--- config.mk ---
export PLATFORM = sky130hd
export DESIGN_NAME = preemptive_priority_scheduler_unit
export DESIGN_NICKNAME = d
export VERILOG_FILES = /design/src/hw/rtl/pps_pkg.sv /design/src/hw/rtl/pps_ctrl.sv /design/src/hw/rtl/pps_dp.sv /design/src/hw/rtl/preemptive_priority_scheduler_unit.sv
export SDC_FILE = /design/constraint.sdc
export NUM_CORES = 2
export LEC_CHECK = 0
export BUFFER_PORTS_ARGS = -buffer_cell sky130_fd_sc_hd__buf_2
export CORE_UTILIZATION = 57
export DETAILED_ROUTE_END_ITERATION = 7
export GPL_ROUTABILITY_DRIVEN = 0
export GPL_TIMING_DRIVEN = 0
export PLACE_DENSITY = 0.77
export SYNTH_ARGS = -nofsm -noshare
export SYNTH_HDL_FRONTEND = slang
export SYNTH_SLANG_ARGS = --single-unit
--- constraint.sdc ---
create_clock -name clk -period 5.3 [get_ports clk]
set_clock_uncertainty 0.05 [all_clocks]
set_input_delay 0 -clock clk [delete_from_list [all_inputs] [get_ports clk]]
set_output_delay 0 -clock clk [all_outputs]
set_load 0.02 [all_outputs]
--- src/hw/rtl/pps_pkg.sv ---
`timescale 1ns / 1ps
// Package: shared constants, item types and control structs of the priority scheduler.
package pps_pkg;

  localparam int SLOT_W    = 4;
  localparam int MAX_TASKS = 2 ** SLOT_W;
  localparam int CNT_W     = SLOT_W + 1;
  localparam int TIME_W    = 16;
  localparam int PRIO_W    = 10;
  localparam int FUNC_W    = 2;

  localparam logic [PRIO_W-1:0] PRIO_NONE = PRIO_W'(999);
  localparam logic [TIME_W-1:0] TIME_MAX  = '1;

  localparam logic [FUNC_W-1:0] FN_LOAD  = 2'd0;
  localparam logic [FUNC_W-1:0] FN_TICK  = 2'd1;
  localparam logic [FUNC_W-1:0] FN_CLEAR = 2'd2;

  typedef struct packed {
    logic [FUNC_W-1:0] func;
    logic [TIME_W-1:0] arrival;
    logic [TIME_W-1:0] burst;
    logic [PRIO_W-1:0] priority_req;
  } item_in_t;

  typedef struct packed {
    logic              load_rejected;
    logic [TIME_W-1:0] current_time;
    logic              ran_valid;
    logic [SLOT_W-1:0] ran_slot;
    logic              finished;
    logic [TIME_W-1:0] waiting_time;
    logic [TIME_W-1:0] turnaround;
    logic [SLOT_W-1:0] next_slot;
    logic              switched;
    logic              all_done;
  } item_out_t;

  typedef struct packed {
    logic capture;
    logic load_exec;
    logic tick_exec;
    logic scan_run;
    logic clear_exec;
    logic out_load;
  } ctl_t;

  typedef struct packed {
    logic scan_busy;
    logic out_free;
  } sts_t;

endpackage

--- src/hw/rtl/pps_ctrl.sv ---
`timescale 1ns / 1ps
// Controller: sequences load, tick, scan, clear and result steps of one item.
module pps_ctrl (
  input  logic                      clk,
  input  logic                      rst,
  input  logic                      cmd_valid,
  input  logic [pps_pkg::FUNC_W-1:0] func,
  input  pps_pkg::sts_t             sts,
  output logic                      cmd_ready,
  output pps_pkg::ctl_t             ctl
);
  import pps_pkg::*;

  localparam logic [2:0] ST_IDLE  = 3'd0;
  localparam logic [2:0] ST_LOAD  = 3'd1;
  localparam logic [2:0] ST_TICK  = 3'd2;
  localparam logic [2:0] ST_SCAN  = 3'd3;
  localparam logic [2:0] ST_CLEAR = 3'd4;
  localparam logic [2:0] ST_RESP  = 3'd5;

  logic [2:0] state;
  logic [2:0] state_next;

  always_comb begin
    state_next = state;
    ctl        = '0;
    case (state)
      ST_IDLE: begin
        if (cmd_valid) begin
          ctl.capture = 1'b1;
          case (func)
            FN_LOAD:  state_next = ST_LOAD;
            FN_TICK:  state_next = ST_TICK;
            FN_CLEAR: state_next = ST_CLEAR;
            default:  state_next = ST_RESP;
          endcase
        end
      end
      ST_LOAD: begin
        ctl.load_exec = 1'b1;
        state_next    = ST_RESP;
      end
      ST_TICK: begin
        ctl.tick_exec = 1'b1;
        state_next    = ST_SCAN;
      end
      ST_SCAN: begin
        ctl.scan_run = 1'b1;
        if (!sts.scan_busy) begin
          state_next = ST_RESP;
        end
      end
      ST_CLEAR: begin
        ctl.clear_exec = 1'b1;
        state_next     = ST_RESP;
      end
      ST_RESP: begin
        if (sts.out_free) begin
          ctl.out_load = 1'b1;
          state_next   = ST_IDLE;
        end
      end
      default: state_next = ST_IDLE;
    endcase
  end

  always_ff @(posedge clk) begin
    if (rst) begin
      state <= ST_IDLE;
    end else begin
      state <= state_next;
    end
  end

  assign cmd_ready = (state == ST_IDLE);

endmodule

--- src/hw/rtl/pps_dp.sv ---
`timescale 1ns / 1ps
// Datapath: task table memories, tick arithmetic, priority scan and result register.
module pps_dp (
  input  logic               clk,
  input  logic               rst,
  input  pps_pkg::item_in_t  cmd,
  input  pps_pkg::ctl_t      ctl,
  output pps_pkg::sts_t      sts,
  input  logic               res_ready,
  output logic               res_valid,
  output pps_pkg::item_out_t res
);
  import pps_pkg::*;

  localparam int DIFF_W = TIME_W + 3;

  function automatic logic [TIME_W-1:0] clamp_time(input logic signed [DIFF_W-1:0] v);
    logic [TIME_W-1:0] r;
    if (v < 0) begin
      r = '0;
    end else if (v > $signed({3'b000, TIME_MAX})) begin
      r = TIME_MAX;
    end else begin
      r = v[TIME_W-1:0];
    end
    return r;
  endfunction

  logic [TIME_W-1:0] arr_mem [MAX_TASKS];
  logic [TIME_W-1:0] bur_mem [MAX_TASKS];
  logic [TIME_W-1:0] rem_mem [MAX_TASKS];
  logic [PRIO_W-1:0] pri_mem [MAX_TASKS];

  logic [TIME_W-1:0] arr_rd;
  logic [TIME_W-1:0] bur_rd;
  logic [TIME_W-1:0] rem_rd;
  logic [PRIO_W-1:0] pri_rd;

  logic [FUNC_W-1:0] func_q;
  logic [TIME_W-1:0] arr_q;
  logic [TIME_W-1:0] bur_q;
  logic [PRIO_W-1:0] pri_q;

  logic [CNT_W-1:0]     count;
  logic [TIME_W-1:0]    time_now;
  logic [SLOT_W-1:0]    sel;
  logic [MAX_TASKS-1:0] done;

  logic [CNT_W-1:0]  scan_x;
  logic              cmp_v;
  logic [SLOT_W-1:0] cmp_idx;
  logic [SLOT_W-1:0] best;
  logic [PRIO_W-1:0] best_pr;
  logic [TIME_W-1:0] best_arr;

  logic              res_rej;
  logic              res_ran;
  logic [SLOT_W-1:0] res_slot;
  logic              res_fin;
  logic [TIME_W-1:0] res_wt;
  logic [TIME_W-1:0] res_ta;
  logic              res_sw;

  logic [SLOT_W-1:0]        rd_addr;
  logic                     full;
  logic [SLOT_W-1:0]        wr_slot;
  logic                     sel_ok;
  logic                     ran_now;
  logic [TIME_W-1:0]        rem_dec;
  logic                     fin_now;
  logic [TIME_W:0]          fin_time;
  logic signed [DIFF_W-1:0] ta_raw;
  logic signed [DIFF_W-1:0] wt_raw;
  logic                     issue;
  logic                     cand_better;
  logic                     rem_we;
  logic [SLOT_W-1:0]        rem_wa;
  logic [TIME_W-1:0]        rem_wd;
  logic [MAX_TASKS-1:0]     done_or_unused;
  logic                     all_done;

  assign rd_addr = ctl.scan_run ? scan_x[SLOT_W-1:0] : sel;
  assign full    = (count == CNT_W'(MAX_TASKS));
  assign wr_slot = count[SLOT_W-1:0];

  assign sel_ok   = ({1'b0, sel} < count);
  assign ran_now  = sel_ok && (rem_rd != '0) && (arr_rd <= time_now);
  assign rem_dec  = rem_rd - TIME_W'(ran_now);
  assign fin_now  = sel_ok && (rem_dec == '0) && !done[sel];
  assign fin_time = {1'b0, time_now} + (TIME_W+1)'(1);
  assign ta_raw   = $signed({2'b00, fin_time}) - $signed({3'b000, arr_rd});
  assign wt_raw   = ta_raw - $signed({3'b000, bur_rd});

  assign issue       = (scan_x < count);
  assign cand_better = (arr_rd <= time_now) && !done[cmp_idx] &&
                       ((pri_rd < best_pr) ||
                        ((pri_rd == best_pr) && (best_pr < PRIO_NONE) && (arr_rd < best_arr)));

  assign sts.scan_busy = issue || cmp_v;
  assign sts.out_free  = !res_valid || res_ready;

  assign rem_we = (ctl.load_exec && !full) || (ctl.tick_exec && ran_now);
  assign rem_wa = ctl.load_exec ? wr_slot : sel;
  assign rem_wd = ctl.load_exec ? bur_q : rem_dec;

  always_comb begin
    for (int i = 0; i < MAX_TASKS; i++) begin
      done_or_unused[i] = done[i] || (CNT_W'(i) >= count);
    end
  end
  assign all_done = &done_or_unused;

  always_ff @(posedge clk) begin
    if (ctl.load_exec && !full) begin
      arr_mem[wr_slot] <= arr_q;
      bur_mem[wr_slot] <= bur_q;
      pri_mem[wr_slot] <= pri_q;
    end
    arr_rd <= arr_mem[rd_addr];
    bur_rd <= bur_mem[rd_addr];
    pri_rd <= pri_mem[rd_addr];
  end

  always_ff @(posedge clk) begin
    if (rem_we) begin
      rem_mem[rem_wa] <= rem_wd;
    end
    rem_rd <= rem_mem[rd_addr];
  end

  always_ff @(posedge clk) begin
    if (ctl.capture) begin
      func_q  <= cmd.func;
      arr_q   <= cmd.arrival;
      bur_q   <= cmd.burst;
      pri_q   <= cmd.priority_req;
      res_rej <= 1'b0;
      res_ran <= 1'b0;
      res_fin <= 1'b0;
      res_wt  <= '0;
      res_ta  <= '0;
      res_sw  <= 1'b0;
    end
    if (ctl.load_exec) begin
      res_rej <= full;
    end
    if (ctl.tick_exec) begin
      res_ran  <= ran_now;
      res_fin  <= fin_now;
      res_slot <= sel;
      res_wt   <= fin_now ? clamp_time(wt_raw) : '0;
      res_ta   <= fin_now ? clamp_time(ta_raw) : '0;
      cmp_v    <= 1'b0;
      scan_x   <= '0;
      best     <= sel;
      best_pr  <= PRIO_NONE;
      best_arr <= '0;
    end
    if (ctl.scan_run) begin
      cmp_v   <= issue;
      cmp_idx <= scan_x[SLOT_W-1:0];
      if (issue) begin
        scan_x <= scan_x + CNT_W'(1);
      end
      if (cmp_v && cand_better) begin
        best     <= cmp_idx;
        best_pr  <= pri_rd;
        best_arr <= arr_rd;
      end
      if (!sts.scan_busy) begin
        res_sw <= (best != res_slot);
      end
    end
  end

  always_ff @(posedge clk) begin
    if (rst) begin
      count    <= '0;
      time_now <= '0;
      sel      <= '0;
      done     <= '0;
    end else begin
      if (ctl.load_exec && !full) begin
        done[wr_slot] <= 1'b0;
        count         <= count + CNT_W'(1);
        if ((time_now == '0) && (({1'b0, sel} >= count) || (arr_q < arr_rd))) begin
          sel <= wr_slot;
        end
      end
      if (ctl.tick_exec) begin
        if (fin_now) begin
          done[sel] <= 1'b1;
        end
        if (time_now != TIME_MAX) begin
          time_now <= time_now + TIME_W'(1);
        end
      end
      if (ctl.scan_run && !sts.scan_busy) begin
        sel <= best;
      end
      if (ctl.clear_exec) begin
        done     <= '0;
        count    <= '0;
        time_now <= '0;
        sel      <= '0;
      end
    end
  end

  always_ff @(posedge clk) begin
    if (rst) begin
      res_valid <= 1'b0;
    end else if (ctl.out_load) begin
      res_valid <= 1'b1;
    end else if (res_ready) begin
      res_valid <= 1'b0;
    end
  end

  always_ff @(posedge clk) begin
    if (ctl.out_load) begin
      res.load_rejected <= res_rej;
      res.current_time  <= time_now;
      res.ran_valid     <= res_ran;
      res.ran_slot      <= (func_q == FN_TICK) ? res_slot : sel;
      res.finished      <= res_fin;
      res.waiting_time  <= res_wt;
      res.turnaround    <= res_ta;
      res.next_slot     <= sel;
      res.switched      <= res_sw;
      res.all_done      <= all_done;
    end
  end

endmodule

--- src/hw/rtl/preemptive_priority_scheduler_unit.sv ---
`timescale 1ns / 1ps
// Load and clear run an execute state and then the result state; unused codes go straight to
// the result state. A tick runs an execute state, a scan of one table slot per cycle through
// the registered memory read port with a drain of the compare stage, and the result state.
// The unit takes a new item only once the last one has loaded its result; a waiting
// result holds the controller and keeps the input not ready. Reset clears task count, time,
// selection, done flags and the result valid.
module preemptive_priority_scheduler_unit (
  input  logic               clk,
  input  logic               rst,
  input  logic               cmd_valid,
  output logic               cmd_ready,
  input  pps_pkg::item_in_t  cmd,
  output logic               res_valid,
  input  logic               res_ready,
  output pps_pkg::item_out_t res
);
  import pps_pkg::*;

  ctl_t ctl;
  sts_t sts;

  pps_ctrl u_ctrl (
    .clk       (clk),
    .rst       (rst),
    .cmd_valid (cmd_valid),
    .func      (cmd.func),
    .sts       (sts),
    .cmd_ready (cmd_ready),
    .ctl       (ctl)
  );

  pps_dp u_dp (
    .clk       (clk),
    .rst       (rst),
    .cmd       (cmd),
    .ctl       (ctl),
    .sts       (sts),
    .res_ready (res_ready),
    .res_valid (res_valid),
    .res       (res)
  );

endmodule

After elaboration in Yosys (flattened, before gate mapping)
Memories as Yosys holds them, arrays and structs flattened. A register that Yosys moved wholly into a read port is not among the register bits.
Index checks and enable logic that the tools add are counted.

word-level totals
  memory bits (writable) = 928
  logic and storage cells = 221
  output and inout bits = 63
  register bits after elaboration = 230
  bits of input ports = 48
  memories kept = 4

memory list
  memory        words  bits a word  rd ports  clocked after memory_dff  wr ports  RTL line      RTL
  u_dp.arr_mem  16     16           1         1                         1         pps_dp.sv:29  logic [TIME_W-1:0] arr_mem [MAX_TASKS];
  u_dp.bur_mem  16     16           1         1                         1         pps_dp.sv:30  logic [TIME_W-1:0] bur_mem [MAX_TASKS];
  u_dp.rem_mem  16     16           1         1                         1         pps_dp.sv:31  logic [TIME_W-1:0] rem_mem [MAX_TASKS];
  u_dp.pri_mem  16     10           1         1                         1         pps_dp.sv:32  logic [PRIO_W-1:0] pri_mem [MAX_TASKS];

cells by class
  muxes and demuxes = 68
  equality and inequality tests = 15
  bitwise operators = 3
  magnitude comparators = 33
  add/sub/neg operators = 7
  reduce and logical (&&, ||, !) cells = 58

operator list
  operator               number
  $mux 16                17
  $ge 4x5->1 const A     8
  $mux 4                 9
  $logic_not 16->1       2
  $lt 16x16->1           2
  $mux 10                3
  $mux 1                 27
  $logic_or 1x1->1       21
  $ge 3x5->1 const A     4
  $gt 19x17->1 const B   1
  $lt 19x1->1 const B    1
  $sub 18x17->19         1
  $gt 18x17->1 const B   1
  $lt 18x1->1 const B    1
  $sub 17x16->18         1
  $add 16x1->17 const B  1
  $add 16x1->16 const B  1
  $and 16x16->16         1
  $le 16x16->1           1
  $ne 16x16->1 const B   1
  $not 16->16            1
  $or 16x16->16          1
  $reduce_and 16->1      1
  $reduce_bool 16->1     1
  34 further kinds       76

Logic depth before layout (Yosys ltp)
  depth in word-level cells = 11
  gate-level depth with buffers = 23
  depth with buffers taken out = 20

Modules after synthesis
A second synthesis with hierarchy kept.

unflattened totals
  cells, all modules = 2871
  area, all modules = 49434.9 um2

modules (own cells, without submodules)
  module    cells an instance  area an instance (um2)  sequential area each (um2)  instances
  pps_dp    2835               49132.1                 35063.6                     1
  pps_ctrl  36                 302.8                   60.1                        1

Worst setup path after synthesis
No wires, ideal clock.

  kind = register -> register
  from = reg u_dp.time_now[5]
  to = reg u_dp.res_wt[4] (data pin)
  path buffers = 4
  period minus slack after synthesis = 4645 ps
  arrival = 4454 ps
  slack = 655 ps
  required time = 5110 ps
  setup time = 140 ps
  stages on the path, launching flop included = 21
  cells stage by stage = dfxtp_1 > inv_1 > ha_1 > clkbuf_1 > nand4_1 > or4_1 > and2_1 > nor3_1 > ha_1 > ha_1 > inv_1 > or3_1 > clkbuf_1 > nor2_1 > xnor2_1 > o221ai_2 > or4b_4 > buf_6 > a21o_4 > buf_6 > a21oi_2

between the ends
  longest elaborated chain between the ends = 8
  elaborated cells on any way between the ends = 15
  those cells by class = add/sub: 4; order compare: 3; mux: 4; reduce/logical: 4

ends and longest elaborated chain
  element                          RTL line       RTL
  start, declared                  pps_dp.sv:45   logic [TIME_W-1:0] time_now;
  start signal, assigned           pps_dp.sv:195  time_now <= time_now + TIME_W'(1);
  $le 16x16->1                     pps_dp.sv:87   assign ran_now = sel_ok && (rem_rd != '0) && (arr_rd <= time_now);
  $logic_and 1x1->1                pps_dp.sv:87
  via u_dp.ran_now                 pps_dp.sv:68   logic ran_now;
  $sub 16x1->16                    pps_dp.sv:88   assign rem_dec = rem_rd - TIME_W'(ran_now);
  $logic_not 16->1                 pps_dp.sv:89   assign fin_now = sel_ok && (rem_dec == '0) && !done[sel];
  $logic_and 1x1->1 (2 in series)  pps_dp.sv:89
  $mux 16                          pps_dp.sv:151  res_wt <= fin_now ? clamp_time(wt_raw) : '0;
  $mux 16                          pps_dp.sv:147  if (ctl.tick_exec) begin
  end signal, assigned             pps_dp.sv:151
  end, declared                    pps_dp.sv:60   logic [TIME_W-1:0] res_wt;

The timed path passes the listed nets, and every way through them passes these cells.
A chain may end at the register's enable or synchronous reset.

Worst setup path after layout
  from = reg u_dp.time_now[8]
  to = reg u_dp.res_wt[6] (data pin)

Same word-level chain as after synthesis.

==> flow_summary.ini <==
[cells_and_area]
fin_util = 0.663
area_growth_pct = 14.8
layout_common_cells = 1,077 x edfxtp_1, 242 x mux4_2, 213 x nand2_1, 137 x buf_2
diodes = 0
layout-drive-gt1-share = 0.212
final_common_cell = edfxtp_1
nets = 3383

[sta]
min_period_ns = 5.13
setup_viol = 0
finalMaxSlewViolations = 8
fin_setup_tns_ns = 0
slew_headroom = -0.0428
timing.fmax_mhz = 195
hold_ws_ns = 0.0201
setup_slack_ns = 0.173
finalHoldViolations = 0
finalCritPeriodShare = 0.967
tightest_slew_ns = 1.56

[pwr]
powerDensity_nw_per_um2 = 463
p_leak_nw = 19.4
p_total_w = 0.0262
ir_worst_vdd_mv = 0.308
pwr-share-clk = 0.302
combPwrFrac = 0.235
switching_share = 0.302
pwr-share-seq = 0.463
switchingPower_w = 0.00792
power.internal_w = 0.0183

[global_routing]
grt_usage = 0.283
antenna_found_initial = 2
grt_max_degree = 44
overflow = 0
grt_pass1_wl_um = 180000
grt_pass1_vias = 28700

[route]
antenna_left = 0
viasPerCell = 6.41
drt-total-wl_um = 123000
drcViolationCount = 0
drt-initial-drc-count = 3686
drtPass1Iterations = 7
routedWlPerCell_um = 27.6
vias = 28600

[floorplan]
die_x_um = 296
die_area_um2 = 87700
die_h_um = 296
start_util = 0.577
core.rowCount = 107
pin_count = 111
core_um2 = 85400

[yosys]
yosysWarnings = 0
synth_nets = 3038
postSynthCellCount = 2866
synth_cell_types = 77
synthArstFlopShare = 0
synth_area_um2 = 49300
ys_seq_area_frac = 0.712
synth_edf_count = 1077
synth_seq_cells = 1216
syn_avg_cell_area_um2 = 17.2
ys.flop_type = edfxtp_1

[run_status]
violations = capacitance limit, slew limit
outcome = finished, violations left

[worst_hold_path]
hp-class = input pin to register

[clock_network]
clock_sinks = 1216
cts_tree = built
clkLatencyLatePin_ns = 0.69
cts-root-buf = clkbuf_16
cts_made_buffers = 114
cts_htree_levels = 3
clk_pin_slew_ns = 0.06
clock_path_buffers = 3

[setup_path]
crit_path_end_kind = register
start_kind = register
crit_family = simple AND/OR/NAND/NOR gates
crit_chain = inv_1, ha_1, nand4_1, or4_4, and2_2, nor3_4, ha_2, ha_2, inv_1, o21ai_0, nand2_1, nor4_1, nand3_1, buf_4, or4b_4, buf_6, a21o_4, buf_6, a21oi_2
crit_slowest_cell = or4_4
required_ns = 5.79
rrSetupSlack_ns = 0.17
critPathMaxFanout = 10
cp.arrival_ns = 5.62
path_buf_inv = 5
worstSetupPathType = register to register
critical_path.max_stage_delay_ns = 0.55

[job]
maxCapViolCount = 1

[placement]
dp_hpwl_um = 79800
pre_cts_slack_ns = -0.416
port_buffers = 110
[area by class of cell]
| cell class | instances | area (um^2) |
|---|---|---|
| plain buffers | 124 | 546 |
| clock buffers | 181 | 3330 |
| clock inverters | 37 | 289 |
| fillers | 5460 | 28800 |
| inverters | 124 | 467 |
| multi-input cells | 1397 | 13400 |
| flip-flops and latches | 1216 | 35100 |
| well taps | 1144 | 1430 |
| repair buffers | 234 | 1970 |
[sequential cells by signal (all words and copies together), names as in the netlist, 16 cells and up]
signal and count:
u_dp.arr_mem 256, u_dp.bur_mem 256, u_dp.rem_mem 256, u_dp.pri_mem 160, u_dp.res 61, u_dp.arr_q 16, u_dp.arr_rd 16, u_dp.best_arr 16
u_dp.bur_q 16, u_dp.bur_rd 16, u_dp.done 16, u_dp.rem_rd 16, u_dp.res_ta 16, u_dp.res_wt 16, u_dp.time_now 16
[final timing paths]
kind | from | to | depth (start not counted)
worst min-delay path | cmd[22] | u_dp.bur_q[12] | 2
worst max register to register | u_dp.time_now[8] | u_dp.res_wt[6] | 19
worst max-delay path | u_dp.time_now[8] | u_dp.res_wt[6] | 19
worst min register to register | u_dp.res_wt[0] | u_dp.res[22] | 0
[cell usage after synthesis (6+ instances only)]
| cell type | instances | area [um^2] |
|---|---|---|
| nor2_1 | 99 | 372 |
| a31oi_1 | 70 | 438 |
| buf_4 | 7 | 52.6 |
| dfxtp_1 | 139 | 2780 |
| and2_1 | 69 | 432 |
| ha_1 | 121 | 1510 |
| nand4_1 | 18 | 113 |
| mux4_2 | 242 | 5450 |
| nor3_1 | 31 | 155 |
| nand3b_1 | 18 | 135 |
| o21ai_0 | 59 | 295 |
| a211oi_1 | 61 | 458 |
| a221oi_1 | 6 | 52.6 |
| o21a_1 | 12 | 90.1 |
| mux2_2 | 10 | 113 |
| nand3_1 | 25 | 125 |
| o21bai_1 | 6 | 45.0 |
| a21oi_2 | 10 | 87.6 |
| nand2b_1 | 12 | 75.1 |
| xor2_1 | 17 | 149 |
| nor2b_1 | 11 | 68.8 |
| edfxtp_1 | 1077 | 32300 |
| a21o_1 | 31 | 233 |
| buf_2 | 28 | 140 |
| clkbuf_1 | 88 | 330 |
| inv_1 | 122 | 458 |
| or2_2 | 8 | 50.1 |
| or3_1 | 8 | 50.1 |
| nor4_1 | 13 | 81.3 |
| nand2_1 | 214 | 803 |
| xnor2_1 | 47 | 412 |
| mux2i_1 | 29 | 290 |
| a21oi_1 | 72 | 360 |
| and3_1 | 14 | 87.6 |
[cells by family (layout without fill, tap and decap cells)]
family	count (synthesis)	count (layout)	synth area share
AND/OR/NAND/NOR	555	555	0.0546
flip-flops	1216	1216	0.712
adder cells (fa/ha/maj)	125	125	0.0321
AO/OA/AOI/OAI	372	372	0.0501
buffers and inverters	253	700	0.0208
multiplexers	281	281	0.119
XOR/XNOR	64	64	0.0114
[metal layers]
metal,wire [um],GRT usage,vias to the layer above
li1,-,-,11900
met4,4320,0.105,6
met2,59800,0.459,1824
met3,12900,0.0615,307
met5,34,0,-
met1,46000,0.377,14500
[stage by stage]
stage	std cells	cell area, um^2
final	4457	56600
after global routing	4457	56600
after CTS	4457	56500
after detailed placement	4157	52000
after global placement	4120	51300
after floorplan	2866	49300
[power by group through the flow]
stage          clock [W]  combinational (W)  sequential (W)
2_1_floorplan          0            0.00399          0.0121
3_3_place_gp           0            0.00552          0.0123
5_1_grt          0.00832            0.00666          0.0122
6_report         0.00791            0.00617          0.0121
3_5_place_dp           0            0.00588          0.0123
4_1_cts          0.00794            0.00601          0.0121
[repair_timing]
action	CTS	global route
setup buffers	1	1
endpoints found under the hold margin	57	0
setup endpoints to repair	227	82
resized for setup	19	24
hold buffers	84	0
pin swaps	1	3
Note: power is estimated with default switching activity, not from simulation.
